[src/ps2m_pkg.sv]
// ps2m_pkg: shared types and codes for the ps/2 mouse packet decoder
// used by ps2m_assembler, ps2m_emitter and ps2_mouse_packet_decoder
package ps2m_pkg;

    // result kinds
    localparam logic KIND_BUTTON = 1'b0;
    localparam logic KIND_MOVE   = 1'b1;

    // button codes
    localparam logic [1:0] BTN_LEFT   = 2'd0;
    localparam logic [1:0] BTN_RIGHT  = 2'd1;
    localparam logic [1:0] BTN_MIDDLE = 2'd2;

    // position of the next byte within a packet
    typedef enum logic [3:0] {
        POS_FLAG = 4'b0001,
        POS_X    = 4'b0010,
        POS_Y    = 4'b0100,
        POS_Z    = 4'b1000
    } t_pos;

    // one finished packet handed from the assembler to the emitter
    typedef struct packed {
        logic              load;
        logic [2:0]        chg;    // buttons that changed: bit 0 left, 1 right, 2 middle
        logic [2:0]        btn;    // new button state
        logic signed [8:0] mx;
        logic signed [8:0] my;
        logic signed [7:0] mz;
    } t_run;

endpackage

[src/ps2_mouse_packet_decoder.sv]
// ps2_mouse_packet_decoder: top level of the ps/2 mouse packet decoder
// depends on ps2m_pkg, ps2m_assembler and ps2m_emitter

// Takes mouse bytes one per transfer and groups them into three-byte packets,
// or four-byte wheel packets when the configuration bit is set. Every byte
// passes through the input register; a non-closing byte moves on in the next
// cycle. The closing byte of a packet hands a whole run to the output side,
// which sends one result per cycle while the receiver does not stall: a button
// event for each of left, right and middle that changed, then the movement
// report with o_last set. A run of 1 to 4 results holds the output side until
// its last result is taken. The closing byte of the next packet waits in the
// input register until the last result of the previous run has moved into the
// output register. Each result is built from the run held in the emitter's run
// registers and then registered in the output register. The configuration bit
// is written with i_cfg_we.
module ps2_mouse_packet_decoder (
    input  logic              i_clk,
    input  logic              i_rst_n,
    input  logic              i_valid,
    output logic              o_stall,
    input  logic [7:0]        i_data_byte,
    input  logic              i_cfg_we,
    input  logic              i_cfg_wdata,
    output logic              o_valid,
    input  logic              i_stall,
    output logic              o_kind,
    output logic [1:0]        o_button,
    output logic              o_pressed,
    output logic signed [8:0] o_move_x,
    output logic signed [8:0] o_move_y,
    output logic signed [7:0] o_move_z,
    output logic              o_last
);
    import ps2m_pkg::*;

    t_run run;
    logic run_free;

    ps2m_assembler u_assembler (
        .i_clk       (i_clk),
        .i_rst_n     (i_rst_n),
        .i_valid     (i_valid),
        .o_stall     (o_stall),
        .i_data_byte (i_data_byte),
        .i_cfg_we    (i_cfg_we),
        .i_cfg_wdata (i_cfg_wdata),
        .i_run_free  (run_free),
        .o_run       (run)
    );

    ps2m_emitter u_emitter (
        .i_clk      (i_clk),
        .i_rst_n    (i_rst_n),
        .i_run      (run),
        .o_run_free (run_free),
        .o_valid    (o_valid),
        .i_stall    (i_stall),
        .o_kind     (o_kind),
        .o_button   (o_button),
        .o_pressed  (o_pressed),
        .o_move_x   (o_move_x),
        .o_move_y   (o_move_y),
        .o_move_z   (o_move_z),
        .o_last     (o_last)
    );

endmodule

[src/ps2m_assembler.sv]
// ps2m_assembler: input register, byte position tracking and packet assembly
// depends on ps2m_pkg
module ps2m_assembler (
    input  logic          i_clk,
    input  logic          i_rst_n,
    input  logic          i_valid,
    output logic          o_stall,
    input  logic [7:0]    i_data_byte,
    input  logic          i_cfg_we,
    input  logic          i_cfg_wdata,
    input  logic          i_run_free,
    output ps2m_pkg::t_run o_run
);
    import ps2m_pkg::*;

    logic       r_in_valid;
    logic [7:0] r_in_byte;
    logic       r_four;
    t_pos       r_pos;
    t_pos       n_pos;
    logic [7:0] r_flag;
    logic [7:0] r_x;
    logic [7:0] r_y;
    logic [2:0] r_held;
    logic       final_byte;
    logic       consume;

    assign final_byte = (r_pos == POS_Z) || ((r_pos == POS_Y) && !r_four);
    // a closing byte waits until the emitter has room for the whole run
    assign consume    = r_in_valid && (!final_byte || i_run_free);
    assign o_stall    = r_in_valid && !consume;

    always_comb begin
        case (r_pos)
            POS_FLAG: n_pos = POS_X;
            POS_X:    n_pos = POS_Y;
            POS_Y:    n_pos = r_four ? POS_Z : POS_FLAG;
            POS_Z:    n_pos = POS_FLAG;
            default:  n_pos = POS_FLAG;
        endcase
    end

    always_comb begin
        o_run.load = consume && final_byte;
        o_run.chg  = r_flag[2:0] ^ r_held;
        o_run.btn  = r_flag[2:0];
        o_run.mx   = {r_flag[4], r_x};
        if (r_pos == POS_Z) begin
            o_run.my = {r_flag[5], r_y};
            // length cleared mid-packet: wheel byte dropped
            o_run.mz = r_four ? r_in_byte : 8'sd0;
        end else begin
            o_run.my = {r_flag[5], r_in_byte};
            o_run.mz = 8'sd0;
        end
    end

    always_ff @(posedge i_clk) begin
        if (!i_rst_n) begin
            r_in_valid <= 1'b0;
            r_four     <= 1'b0;
            r_pos      <= POS_FLAG;
            r_held     <= 3'b000;
        end else begin
            if (i_cfg_we) begin
                r_four <= i_cfg_wdata;
            end
            if (i_valid && !o_stall) begin
                r_in_valid <= 1'b1;
            end else if (consume) begin
                r_in_valid <= 1'b0;
            end
            if (consume) begin
                r_pos <= n_pos;
            end
            if (o_run.load) begin
                r_held <= r_flag[2:0];
            end
        end
    end

    always_ff @(posedge i_clk) begin
        if (i_valid && !o_stall) begin
            r_in_byte <= i_data_byte;
        end
        if (consume) begin
            case (r_pos)
                POS_FLAG: r_flag <= r_in_byte;
                POS_X:    r_x    <= r_in_byte;
                POS_Y:    r_y    <= r_in_byte;
                default:  ;
            endcase
        end
    end

`ifndef SYNTH
    a_stall_needs_item: assert property (@(posedge i_clk) disable iff (!i_rst_n)
        o_stall |-> r_in_valid)
        else $error("stall raised with empty input register");

    a_held_only_on_packet: assert property (@(posedge i_clk) disable iff (!i_rst_n)
        ($past(i_rst_n) && (r_held != $past(r_held))) |-> $past(o_run.load))
        else $error("button state changed outside a packet end");

    a_load_only_when_free: assert property (@(posedge i_clk) disable iff (!i_rst_n)
        o_run.load |-> i_run_free)
        else $error("packet handed over while emitter busy");
`endif

endmodule

[src/ps2m_emitter.sv]
// ps2m_emitter: holds one finished packet and sends its results one per transfer
// depends on ps2m_pkg
module ps2m_emitter (
    input  logic              i_clk,
    input  logic              i_rst_n,
    input  ps2m_pkg::t_run    i_run,
    output logic              o_run_free,
    output logic              o_valid,
    input  logic              i_stall,
    output logic              o_kind,
    output logic [1:0]        o_button,
    output logic              o_pressed,
    output logic signed [8:0] o_move_x,
    output logic signed [8:0] o_move_y,
    output logic signed [7:0] o_move_z,
    output logic              o_last
);
    import ps2m_pkg::*;

    logic              r_move;
    logic [2:0]        r_chg;
    logic [2:0]        r_btn;
    logic signed [8:0] r_mx;
    logic signed [8:0] r_my;
    logic signed [7:0] r_mz;

    logic              r_o_valid;
    logic              r_kind;
    logic [1:0]        r_button;
    logic              r_pressed;
    logic signed [8:0] r_ox;
    logic signed [8:0] r_oy;
    logic signed [7:0] r_oz;
    logic              r_last;

    logic              take;
    logic              n_kind;
    logic [1:0]        n_button;
    logic              n_pressed;
    logic              n_last;
    logic [2:0]        n_chg;

    assign o_run_free = !r_move;
    // output register free or being drained this cycle
    assign take = r_move && (!r_o_valid || !i_stall);

    // pick the next result: left, right, middle changes, then movement
    always_comb begin
        n_chg     = r_chg;
        n_kind    = KIND_BUTTON;
        n_button  = BTN_LEFT;
        n_pressed = 1'b0;
        n_last    = 1'b0;
        if (r_chg[0]) begin
            n_pressed = r_btn[0];
            n_chg[0]  = 1'b0;
        end else if (r_chg[1]) begin
            n_button  = BTN_RIGHT;
            n_pressed = r_btn[1];
            n_chg[1]  = 1'b0;
        end else if (r_chg[2]) begin
            n_button  = BTN_MIDDLE;
            n_pressed = r_btn[2];
            n_chg[2]  = 1'b0;
        end else begin
            n_kind = KIND_MOVE;
            n_last = 1'b1;
        end
    end

    always_ff @(posedge i_clk) begin
        if (!i_rst_n) begin
            r_move    <= 1'b0;
            r_o_valid <= 1'b0;
        end else begin
            if (i_run.load) begin
                r_move <= 1'b1;
            end else if (take && n_last) begin
                r_move <= 1'b0;
            end
            if (take) begin
                r_o_valid <= 1'b1;
            end else if (!i_stall) begin
                r_o_valid <= 1'b0;
            end
        end
    end

    always_ff @(posedge i_clk) begin
        if (i_run.load) begin
            r_chg <= i_run.chg;
            r_btn <= i_run.btn;
            r_mx  <= i_run.mx;
            r_my  <= i_run.my;
            r_mz  <= i_run.mz;
        end else if (take) begin
            r_chg <= n_chg;
        end
        if (take) begin
            r_kind    <= n_kind;
            r_button  <= n_button;
            r_pressed <= n_pressed;
            r_last    <= n_last;
            r_ox      <= n_last ? r_mx : 9'sd0;
            r_oy      <= n_last ? r_my : 9'sd0;
            r_oz      <= n_last ? r_mz : 8'sd0;
        end
    end

    assign o_valid   = r_o_valid;
    assign o_kind    = r_kind;
    assign o_button  = r_button;
    assign o_pressed = r_pressed;
    assign o_move_x  = r_ox;
    assign o_move_y  = r_oy;
    assign o_move_z  = r_oz;
    assign o_last    = r_last;

`ifndef SYNTH
    a_last_is_move: assert property (@(posedge i_clk) disable iff (!i_rst_n)
        o_valid |-> (o_last == (o_kind == KIND_MOVE)))
        else $error("last flag does not match result kind");

    a_button_code: assert property (@(posedge i_clk) disable iff (!i_rst_n)
        (o_valid && (o_kind == KIND_BUTTON)) |->
            (o_button == BTN_LEFT || o_button == BTN_RIGHT || o_button == BTN_MIDDLE))
        else $error("button event with bad button code");

    a_no_overwrite: assert property (@(posedge i_clk) disable iff (!i_rst_n)
        i_run.load |-> !r_move)
        else $error("packet loaded over a pending one");
`endif

endmodule

[config.mk]
export PLATFORM = sky130hd
export DESIGN_NAME = ps2_mouse_packet_decoder
export DESIGN_NICKNAME = d
export VERILOG_FILES = /design/src/ps2m_pkg.sv /design/src/ps2_mouse_packet_decoder.sv /design/src/ps2m_assembler.sv /design/src/ps2m_emitter.sv
export SDC_FILE = /design/constraint.sdc
export NUM_CORES = 1
export LEC_CHECK = 0
export ABC_CLOCK_PERIOD_IN_PS = 5300
export BUFFER_PORTS_ARGS = -buffer_cell sky130_fd_sc_hd__buf_4
export CAP_MARGIN = 40
export CORE_MARGIN = 1.5
export CORE_UTILIZATION = 57
export DETAILED_ROUTE_END_ITERATION = 7
export PLACE_DENSITY = 0.78
export SLEW_MARGIN = 40
export SYNTH_ARGS = -nofsm -noshare
export SYNTH_HDL_FRONTEND = slang
export SYNTH_HIERARCHICAL = 1
export SYNTH_SLANG_ARGS = --single-unit
[constraint.sdc]
create_clock -name i_clk -period 5.3 [get_ports i_clk]
set_input_delay 1.06 -clock i_clk [delete_from_list [all_inputs] [get_ports i_clk]]
set_output_delay 1.06 -clock i_clk [all_outputs]
set_load 0.01 [all_outputs]
==> metrics.md, run 1 <==
| Metric | Value |
|---|---|
| Top_reg_cell synth | edfxtp_1 |
| CP arrival | between 1.5 and 2 ns |
| Pleak | 0.00160 µW |
| ANT nets after route | 0 |
| Nets@finish | around 280 |
| Unrepaired setup endpoints after global routing | no |
| Final Non-Filler Cells | around 350 |
| Crit path launch type | register |
| CTS tree | built |
| Post-DP HPWL | approximately 3.7 mm |
| Setup violators final | 0 |
| DR iter-0 viols | 80 |
| H-tree lvl count | 3 |
| Setup TNS | 0 ns |
| Vias | about 1,900 |
| CTS resizes | 0 |
| Die X | between 80 and 90 µm |
| Row count | 29 |
| TritonCTS Sinks | 102 |
| CP Class | reg -> out |
| Hold Fails Final Rpt | 0 |
| ANT cells | 0 |
| Die height | between 80 and 90 µm |
| Yosys reg bits | around 100 |
| Count of cell types in the netlist | 43 |
| Setup crit end kind | primary output |
| Cts hold-fix bufs | 0 |
| Area of the multi-input gates | around 800 µm² |
| FF+latch area | 2950 µm² |
| Core area | between 6000 and 7000 µm² |
| Number of synthesized flops with an enable pin | 91 |
| Post-synth ARST share | 0 |
| Vias in the first global route | 1,740 |
| Initial Utilization | 0.595 |
| Pin count of the biggest net entering global routing | just over 40 |
| Final Cycle Share | 0.513 |
| Crit path required time | ~4.2 ns |
| Fmax | 368 MHz |
| I/O pins | 47 |
| Initial antenna violation count | 0 |
| CTS max path bufs | 2 |
| Area growth, synth to finish | 16.5% |
| Max FO, Critical Path | 6 |
| Status | finished with violations |
| Buffers on Ports | 46 |
| Relative slew slack | 0.515 |
| Cell Pwr Density | 306 nW/µm² |
| CTS buffer count | 9 |
| Final worst path period need | around 2.7 ns |
| Tightest Pin Transition | between 0.7 and 0.8 ns |
| Post-Place Cells | ~330 |
| Gr ovfl total | 0 |
| Worst R2R Setup Slack | 3.29 ns |
| DRC Markers | 4 |
| GPL Wtd Cong | around 0.82 |
| Nets in the synthesized netlist | 230 |
| Min-Delay Path Class | reg -> reg |
| Final Slew Violations | 0 |
| Via density | 5.40 |
| Synth warnings | 6 |
| Failing checks | design-rule violations |
| Clock tree root driver cell | clkbuf_8 |
| WL final | about 5.7 mm |
| Die ar. | slightly above 7000 µm² |
| Pre-antenna DRT Iters | 6 |
| Fillers | approximately 420 |
| First-pass GRT wire length | 8.67 mm |
| Max_cap viols | 0 |
| Reg clk slew, reported paths | ~0.1 ns |
| Share of layout cells above drive strength 1 | 0.314 |
| Syn avg cell area | ~18 µm² |
| Area of the mapped netlist | 3820 µm² |
| Worst-Skew Late Latency | between 0.3 and 0.4 ns |
| Avg WL per Cell | ~16 µm |
| Post-synthesis cell count | roughly 220 |
| Post-CTS Setup Bufs | 0 |
| Worst Clk Skew | between 0.01 and 0.015 ns |
| Register area share after synthesis | 0.773 |
| Tot GR Track Use | 0.164 |
| Max IR drop VDD | 0.220 mV |
==> metrics by stage <==
stage	setup WS, ns	cell area [µm²]	hold slack (ns)	util	total power [µW]
2_1_floorplan	1.20	3820	0.400	-	925
3_3_place_gp	2.84	4210	0.403	0.655	941
3_5_place_dp	3.01	4230	0.409	0.658	944
4_1_cts	2.60	4410	0.425	0.686	1370
5_1_grt	2.51	4450	0.433	0.693	1410
6_report	2.58	4450	0.424	0.693	1360
==> state kept, by name, summed over array words and instances (netlist names), 3 cells and up <==
signal                 flops
u_assembler/r_held         3
u_emitter/o_move_x         9
u_assembler/r_x            8
u_assembler/r_y            8
u_emitter/r_mz             8
u_emitter/r_my             9
u_emitter/r_mx             9
u_emitter/o_move_y         9
u_emitter/r_btn            3
u_emitter/o_move_z         8
u_assembler/r_in_byte      8
u_emitter/r_chg            3
u_assembler/r_flag         5
u_assembler/r_pos          4
==> final timing paths <==
kind	cells after the start	end	start
setup / recovery	3	o_stall	u_assembler/r_pos[2]$_SDFFE_PN0P_
hold / removal	0	u_emitter/r_mx[2]$_DFFE_PP_	u_assembler/r_x[2]$_DFFE_PP_
setup reg to reg	4	u_emitter/r_chg[2]$_SDFFCE_PN0P_	u_assembler/r_pos[2]$_SDFFE_PN0P_
hold reg to reg	0	u_emitter/r_mx[2]$_DFFE_PP_	u_assembler/r_x[2]$_DFFE_PP_
==> area by class of cell <==
class,instances,area share
flip-flops and latches,102,0.664
repair buffers,49,0.0903
well taps,77,0.0217
clock buffers,9,0.0278
clock inverters,7,0.0127
inverters,5,0.00422
multi-input cells,102,0.180
==> logic make-up after synthesis <==
kind of cell / synth area share
multiplexers: 0.0360
buffers and inverters: 0.0216
XOR/XNOR: 0.00918
AND/OR/NAND/NOR: 0.115
AO/OA/AOI/OAI: 0.0449
flip-flops: 0.773
==> per-layer routing <==
| layer | vias up | wire length (µm) | global-route usage |
|---|---|---|---|
| met1 | 893 | 2440 | 0.221 |
| li1 | 912 | - | - |
| met4 | 0 | 147 | 0.0879 |
| met2 | 75 | 2740 | 0.244 |
| met5 | - | 0 | 0 |
| met3 | 14 | 340 | 0.0486 |
==> placed cells by master (no fill, tap or decap), drive strengths merged, types with 3 or more instances in the layout <==
cell and instances:
edfxtp 91, buf 48, and2 31, dfxtp 11, clkbuf 10, and3 8
mux2 8, inv 7, nand2 6, a21oi 5, nor3b 5, nor2b 5
mux2i 4, clkinvlp 3, xor2 3, o21a 3, nor2 3
==> critical path, stage by stage (launching register included) <==
cell	delay, ns
dfxtp_1	0.47
nor3b_2	0.42
o2111a_1	0.28
buf_4	0.14
==> report_power, final <==
part	switching (µW)	leakage (µW)	internal [µW]	total [µW]
Sequential	14.3	0.000909	880	895
Combinational	13.1	0.000603	17.1	30.2
Clock	263	0.0000838	175	438
Total	290	0.00160	1070	1360
==> synth_stat cells, types with 2 or more instances <==
cell type / count / area (µm²)
a2bb2oi_1: 2 / 17.5
and3_1: 8 / 50.1
and2_1: 22 / 138
clkbuf_1: 2 / 7.51
nor2_1: 2 / 7.51
nor2b_1: 4 / 25.0
edfxtp_1: 91 / 2730
and2_2: 8 / 60.1
xor2_1: 3 / 26.3
nand2_1: 6 / 22.5
mux2_1: 6 / 67.6
a21o_1: 2 / 15.0
dfxtp_1: 11 / 220
a21oi_1: 5 / 25.0
buf_6: 3 / 33.8
mux2i_1: 4 / 40.0
o21a_1: 3 / 22.5
mux2_4: 2 / 30.0
nor3b_2: 3 / 37.5
inv_1: 5 / 18.8
nor3b_1: 2 / 15.0
(Power assumes the default switching activity.)
==> run 2, diff against run 1 <==
--- a/config.mk
+++ b/config.mk
@@ -5,13 +5,14 @@
 export SDC_FILE = /design/constraint.sdc
 export NUM_CORES = 1
 export LEC_CHECK = 0
-export ABC_CLOCK_PERIOD_IN_PS = 5300
+export ABC_AREA = 1
+export ABC_CLOCK_PERIOD_IN_PS = 2300
 export BUFFER_PORTS_ARGS = -buffer_cell sky130_fd_sc_hd__buf_4
 export CAP_MARGIN = 40
 export CORE_MARGIN = 1.5
-export CORE_UTILIZATION = 57
+export CORE_UTILIZATION = 51
 export DETAILED_ROUTE_END_ITERATION = 7
-export PLACE_DENSITY = 0.78
+export PLACE_DENSITY = 0.74
 export SLEW_MARGIN = 40
 export SYNTH_ARGS = -nofsm -noshare
 export SYNTH_HDL_FRONTEND = slang
==> constraint.sdc (replaced) <==
create_clock -name i_clk -period 2.3 [get_ports i_clk]
set_input_delay 0.46 -clock i_clk [delete_from_list [all_inputs] [get_ports i_clk]]
set_output_delay 0.46 -clock i_clk [all_outputs]
set_load 0.01 [all_outputs]
==> metrics.md, run 2 <==
| Metric | Value |
|---|---|
| Yosys reg bits | 102 (unchanged) |
| Pint | 2550 µW (+140%) |
| H-tree lvl count | 3 (unchanged) |
| Top_reg_cell synth | edfxtp_1 |
| Final worst path period need | between 1.5 and 2 ns |
| Buffers on Ports | 46 (unchanged) |
| Setup TNS | 0 ns (unchanged) |
| Gr ovfl total | 0 (unchanged) |
| Post-DP HPWL | 3.47 mm (-7.1%) |
| Vias | 1,972 (+4.1%) |
| Dominant cell type by area after synthesis | edfxtp_1 |
| Tightest Pin Transition | 0.632 ns (-0.0921 ns) |
| Worst Clk Skew | 0.00986 ns (-0.00154 ns) |
| Nets@finish | 356 (+26%) |
| CTS max path bufs | 2 (unchanged) |
| Post-synthesis cell count | 287 (+33%) |
| Post-CTS Setup Bufs | 0 (unchanged) |
| Row count | 31 (+6.9%) |
| Top-area cell type share of the netlist area | 0.707 (-0.00903) |
| Area of the mapped netlist | 3870 µm² (+1.3%) |
| Die height | 90.1 µm (+6.2%) |
| Flop pwr share | 0.644 (-0.012) |
| CP Class | reg -> out |
| Pre-antenna DRT Iters | 4 (-2) |
| Die X | 90.1 µm (+6.2%) |
| Min-Delay Path Class | in -> reg |
| Design Area, Final | 4500 µm² (+1.2%) |
| WL final | 4.94 mm (-13%) |
| Fmax | 501 MHz |
| Register area share after synthesis | 0.764 (-0.00976) |
| Final Util | 0.618 (-0.0751) |
| Number of synthesized flops with an enable pin | 91 (unchanged) |
| Reg clk slew, reported paths | 0.09 ns (about the same) |
| Setup crit end kind | primary output |
| TritonCTS Sinks | 102 (unchanged) |
| Nets in the synthesized netlist | 301 (+31%) |
| CTS tree | built |
| Initial antenna violation count | 0 (unchanged) |
| Fillers | 602 (+44%) |
| Clock tree root driver cell | clkbuf_8 |
| Final Slew Violations | 0 (unchanged) |
| Die ar. | 8110 µm² (+13%) |
| Synth warnings | 6 (unchanged) |
| Setup violators final | 0 (unchanged) |
| Count of cell types in the netlist | 19 (-56%) |
| I/O pins | 47 (unchanged) |
| Cts hold-fix bufs | 0 (unchanged) |
| CP arrival | 1.54 ns (-0.12 ns) |
| Crit path launch type | register |
| Worst-Skew Late Latency | 0.35 ns (about the same) |
| Worst hold slack | 0.282 ns (-0.142 ns) |
| Tot GR Track Use | 0.135 (-0.0289) |
| Max FO, Critical Path | 3 (-3) |
| Unrepaired setup endpoints after global routing | no |
| Switching power total | 616 µW (+110%) |
| ANT cells | 0 (unchanged) |
| ANT nets after route | 0 (unchanged) |
| DRC Markers | 0 (-4) |
| Core area | 7290 µm² (+14%) |
| Vias in the first global route | 1,893 (+8.8%) |
| Pleak | 0.00180 µW (+13%) |
| Hold Fails Final Rpt | 0 (unchanged) |
| Pin count of the biggest net entering global routing | 31 (-24%) |
| Avg WL per Cell | 11.1 µm (-31%) |
| First-pass GRT wire length | 8.47 mm (-2.3%) |
| Relative slew slack | 0.577 (+0.0620) |
| DR iter-0 viols | 110 (+38%) |
| Final Cycle Share | 0.867 |
| Post-synth ARST share | 0 (unchanged) |
| Cell Pwr Density | 702 nW/µm² (+130%) |
| Max_cap viols | 0 (unchanged) |
| Placed cell areas | 4310 µm² (+1.9%) |
| CTS buffer count | 9 (unchanged) |
| GPL Wtd Cong | 0.769 (-6.4%) |
| Crit path required time | 1.84 ns (-2.40 ns) |
| Synth area leaders | edfxtp_1 71%, dfxtp_1 5.7%, inv_1 5.6% |
| Comb pwr share | 0.017 (-0.005) |
| Most common cell in the netlist | edfxtp_1 |
| Area growth, synth to finish | 16.5% (about the same) |
| Commonest cells after routing, fill and taps aside | 91 x edfxtp_1, 58 x inv_1, 47 x buf_4 |
| Share of layout cells above drive strength 1 | 0.259 (-0.0545) |
| Syn avg cell area | 13.5 µm² (-24%) |
| Most common cell after layout, fill and taps aside | edfxtp_1 |
| Switching share of power | 0.195 (-0.0182) |
| Via density | 4.42 (-18%) |
| Status | complete, no violations |
| CTS resizes | 0 (unchanged) |
| Initial Utilization | 0.530 (-0.0642) |
| Post-synth top cells | 91 x edfxtp_1, 58 x inv_1, 36 x nand2_1 |
| Max IR drop VDD | 0.363 mV (+65%) |
| Clk pwr share | 0.340 (+0.019) |
-- run 2: cell types whose count changed in the layout (fill, tap and decap cells not counted), sizes merged, moves of 5 or more --
| cell | delta |
|---|---|
| nand3 | +12 |
| o21ai | +8 |
| nand2 | +34 |
| mux2 | -8 |
| and2 | -31 |
| nor2 | +47 |
| and3 | -8 |
| inv | +53 |
| nor2b | -5 |
| nor3b | -5 |
-- run 2: power groups by stage --
stage                     combinational, µW  sequential, µW  clock (µW)
after global placement                 51.6            2080           0
after CTS                              53.0            2040        1110
final                                  52.5            2040        1070
after floorplan                        28.1            2070           0
after global routing                   60.4            2040        1180
after detailed placement               52.9            2080           0
-- run 2: routing by layer --
layer | vias to the layer above | part of all wire | global-route usage
met3 | 6 | 0.042 | 0.0254
met5 | - | 0 | 0
met2 | 49 | 0.48 | 0.215
met4 | 0 | 0.014 | 0.0794
met1 | 872 | 0.46 | 0.174
li1 | 1045 | - | -
-- run 2: final cells by class --
class	count	area [µm²]	area share
clock buffer	9	124	0.0275
multi-input combinational	123	642	0.143
inverter	58	218	0.0483
tap	99	124	0.0275
sequential	102	2950	0.656
timing repair buffer	48	373	0.0828
clock inverter	7	71.3	0.0158
-- run 2: worst max-delay path: stages, from the launching register on --
cell     delay (ns)
dfxtp_1        0.37
inv_1          0.08
nor2_1         0.14
nand3_1        0.12
nand2_2        0.14
nand3_1        0.14
inv_1          0.09
buf_4          0.11
-- run 2: cells by family after synthesis --
family,after synthesis,synth area share
buffers and inverters,62,0.0705
XOR/XNOR,3,0.00680
AO/OA/AOI/OAI,17,0.0226
AND/OR/NAND/NOR,103,0.137
flip-flops,102,0.764
-- run 2: final timing paths --
kind	from	endpoint	slack, ns	depth (start not counted)
max reg2reg	u_assembler/r_pos[2]$_SDFFE_PN0P_	u_emitter/r_chg[2]$_SDFFCE_PN0P_	0.54	8
max	u_assembler/r_pos[2]$_SDFFE_PN0P_	o_stall	0.30	7
min reg2reg	u_assembler/r_x[7]$_DFFE_PP_	u_emitter/r_mx[7]$_DFFE_PP_	0.41	0
min	i_data_byte[7]	u_assembler/r_in_byte[7]$_DFFE_PP_	0.28	1
-- run 2: metrics by stage --
step | std cells | power (µW) | setup slack [ns]
5_1_grt | 446 | 3280 | 0.187
3_3_place_gp | 430 | 2130 | 0.668
4_1_cts | 446 | 3200 | 0.275
6_report | 446 | 3160 | 0.305
3_5_place_dp | 430 | 2130 | 0.555
2_1_floorplan | 287 | 2100 | 0.215
==> run 3, diff against run 2 <==
--- a/config.mk
+++ b/config.mk
@@ -5,13 +5,15 @@
 export SDC_FILE = /design/constraint.sdc
 export NUM_CORES = 1
 export LEC_CHECK = 0
-export ABC_AREA = 1
+export ABC_AREA = 0
 export ABC_CLOCK_PERIOD_IN_PS = 2300
 export BUFFER_PORTS_ARGS = -buffer_cell sky130_fd_sc_hd__buf_4
 export CAP_MARGIN = 40
 export CORE_MARGIN = 1.5
 export CORE_UTILIZATION = 51
+export CTS_CLUSTER_DIAMETER = 100
 export DETAILED_ROUTE_END_ITERATION = 7
+export GPL_ROUTABILITY_DRIVEN = 0
 export PLACE_DENSITY = 0.74
 export SLEW_MARGIN = 40
 export SYNTH_ARGS = -nofsm -noshare
==> metrics.md, run 3 (synthesized netlist as in run 1, its figures left out) <==
| Metric | Value |
|---|---|
| Status | complete, no violations |
| Worst setup startpoint | u_assembler/r_pos[2]$_SDFFE_PN0P_ |
| Core area | 7250 µm² (-0.53%) |
| H-tree lvl count | 3 (unchanged) |
| Post-DP HPWL | 3.41 mm (-1.7%) |
| Commonest cells after routing, fill and taps aside | 91 x edfxtp_1, 50 x buf_4, 22 x and2_1 |
| CP arrival | 1.63 ns (+0.09 ns) |
| Crit path launch type | register |
| Wire length on met1 | 2.31 mm (+1.7%) |
| CP Class | reg -> out |
| Final Non-Filler Cells | 375 (-16%) |
| Nets@finish | 285 (-20%) |
| Gr ovfl total | 0 (unchanged) |
| Die height | 89.5 µm (-0.61%) |
| CTS resizes | 0 (unchanged) |
| Tightest Pin Transition | 0.653 ns (+0.0210 ns) |
| Via density | 4.81 (+8.7%) |
| Worst Clk Skew | 0.0102 ns (+0.000362 ns) |
| Setup violators final | 0 (unchanged) |
| DR iter-0 viols | 105 (-4.5%) |
| Final Slew Violations | 0 (unchanged) |
| Reg clk slew, reported paths | 0.09 ns (about the same) |
| Tot GR Track Use | 0.148 (+0.0129) |
| Worst-path cell chain | nor3b_2 > o2111a_1 > buf_4 |
| Initial Utilization | 0.526 (-0.00389) |
| Die ar. | 8020 µm² (-1.2%) |
| Pre-antenna DRT Iters | 4 (unchanged) |
| Worst-Skew Late Latency | 0.36 ns (about the same) |
| Post-CTS Setup Bufs | 0 (unchanged) |
| Final Worst Setup Slack | 0.210 ns (-0.0951 ns) |
| Slowest CP cell | dfxtp_1 |
| Pin count of the biggest net entering global routing | 34 (+9.7%) |
| Top Layer Used | met4 |
| Cell Pwr Density | 698 nW/µm² (-0.65%) |
| Area growth, synth to finish | 16.4% (about the same) |
| CTS buffer count | 9 (unchanged) |
| Slowest stage delay, CP | 0.45 ns (+0.08 ns) |
| Share of layout cells above drive strength 1 | 0.308 (+0.0486) |
| Unrepaired setup endpoints after global routing | no |
| Clock tree root driver cell | clkbuf_8 |
| Crit path required time | 1.84 ns (about the same) |
| Fmax | 478 MHz (-4.5%) |
| Row count | 31 (unchanged) |
| Setup TNS | 0 ns (unchanged) |
| Cts hold-fix bufs | 0 (unchanged) |
| Initial antenna violation count | 0 (unchanged) |
| First-pass GRT wire length | 8.22 mm (-2.9%) |
| Most common cell after layout, fill and taps aside | edfxtp_1 |
| Top cell family by delay on the critical path | flip-flops |
| Vias | 1,802 (-8.6%) |
| Critical path buffer and inverter count | 1 (-2) |
| Max_cap viols | 0 (unchanged) |
| CTS max path bufs | 2 (unchanged) |
| I/O pins | 47 (unchanged) |
| Final worst path period need | 2.09 ns (+0.0951 ns) |
| TritonCTS Sinks | 102 (unchanged) |
| Post-Place Cells | 358 (-17%) |
| Met2 wire length | 2.50 mm (+4.5%) |
| Avg WL per Cell | 13.7 µm (+23%) |
| Vias in the first global route | 1,654 (-13%) |
| Relative slew slack | 0.563 (-0.0144) |
| Max FO, Critical Path | 6 (+3) |
| DRC Markers | 0 (unchanged) |
| CTS tree | built |
| Worst R2R Setup Slack | 0.33 ns (-0.21 ns) |
| Buffers on Ports | 46 (unchanged) |
| Dpl ws | 0.353 ns (-0.202 ns) |
| Die X | 89.5 µm (-0.61%) |
| DR WL met3 | 222 µm (+6.7%) |
| Final Cycle Share | 0.909 (+0.0413) |
| Reg-to-reg startpoint | u_assembler/r_pos[2]$_SDFFE_PN0P_ |
| ANT nets after route | 0 (unchanged) |
| ANT cells | 0 (unchanged) |
| Fillers | 523 (-13%) |
| Min-Delay Path Class | in -> reg |
| WL final | 5.13 mm (+3.8%) |
| Setup crit end kind | primary output |
| Hold Fails Final Rpt | 0 (unchanged) |
| Hold Path Origin | i_data_byte[2] |
| Max IR drop VDD | 0.450 mV (+24%) |
| Pleak | 0.00160 µW (-11%) |
[run 3: cell types whose count changed in the layout (fill, tap and decap cells not counted), sizes merged, moves of 12 or more]
cell,delta
and2,+31
inv,-52
nand2,-34
nand3,-12
nor2,-47
[run 3: final timing paths]
| check | endpoint | depth (start not counted) |
|---|---|---|
| setup reg to reg | u_emitter/r_mz[3]$_DFFE_PP_ | 3 |
| hold reg to reg | u_emitter/r_mx[3]$_DFFE_PP_ | 0 |
| setup / recovery | o_stall | 3 |
| hold / removal | u_assembler/r_in_byte[2]$_DFFE_PP_ | 1 |
[run 3: per-stage QoR]
stage	util	cell area (µm²)	total power [µW]	hold slack (ns)
global route	0.613	4450	3220	0.245
global placement	0.588	4270	2170	0.404
detailed placement	0.588	4270	2170	0.405
finish	0.613	4450	3100	0.270
floorplan	-	3820	2130	0.400
CTS	0.612	4440	3140	0.250
[run 3: power by group]
part	switching (µW)	internal, µW	total, µW
logic	29.3	39.5	68.8
clock network	576	395	972
registers	33.4	2030	2060
[run 3: area by class of cell]
type	count	area (µm²)	share of cell area
flip-flops and latches	102	2950	0.664
multi-input cells	102	795	0.179
repair buffers	51	387	0.0869
clock buffers	9	124	0.0279
well taps	99	124	0.0279
clock inverters	7	46.3	0.0104
inverters	5	18.8	0.00422
[run 3: layer usage]
metal / track usage / vias to the layer above
met5: 0 / -
met3: 0.0360 / 7
met2: 0.228 / 45
li1: - / 915
met4: 0.101 / 0
met1: 0.186 / 835
[run 3: worst register-to-register path: stages (launching register included)]
cell      delay (ns)
dfxtp_1         0.45
nor3b_2         0.39
o2111a_2        0.51
buf_4           0.31
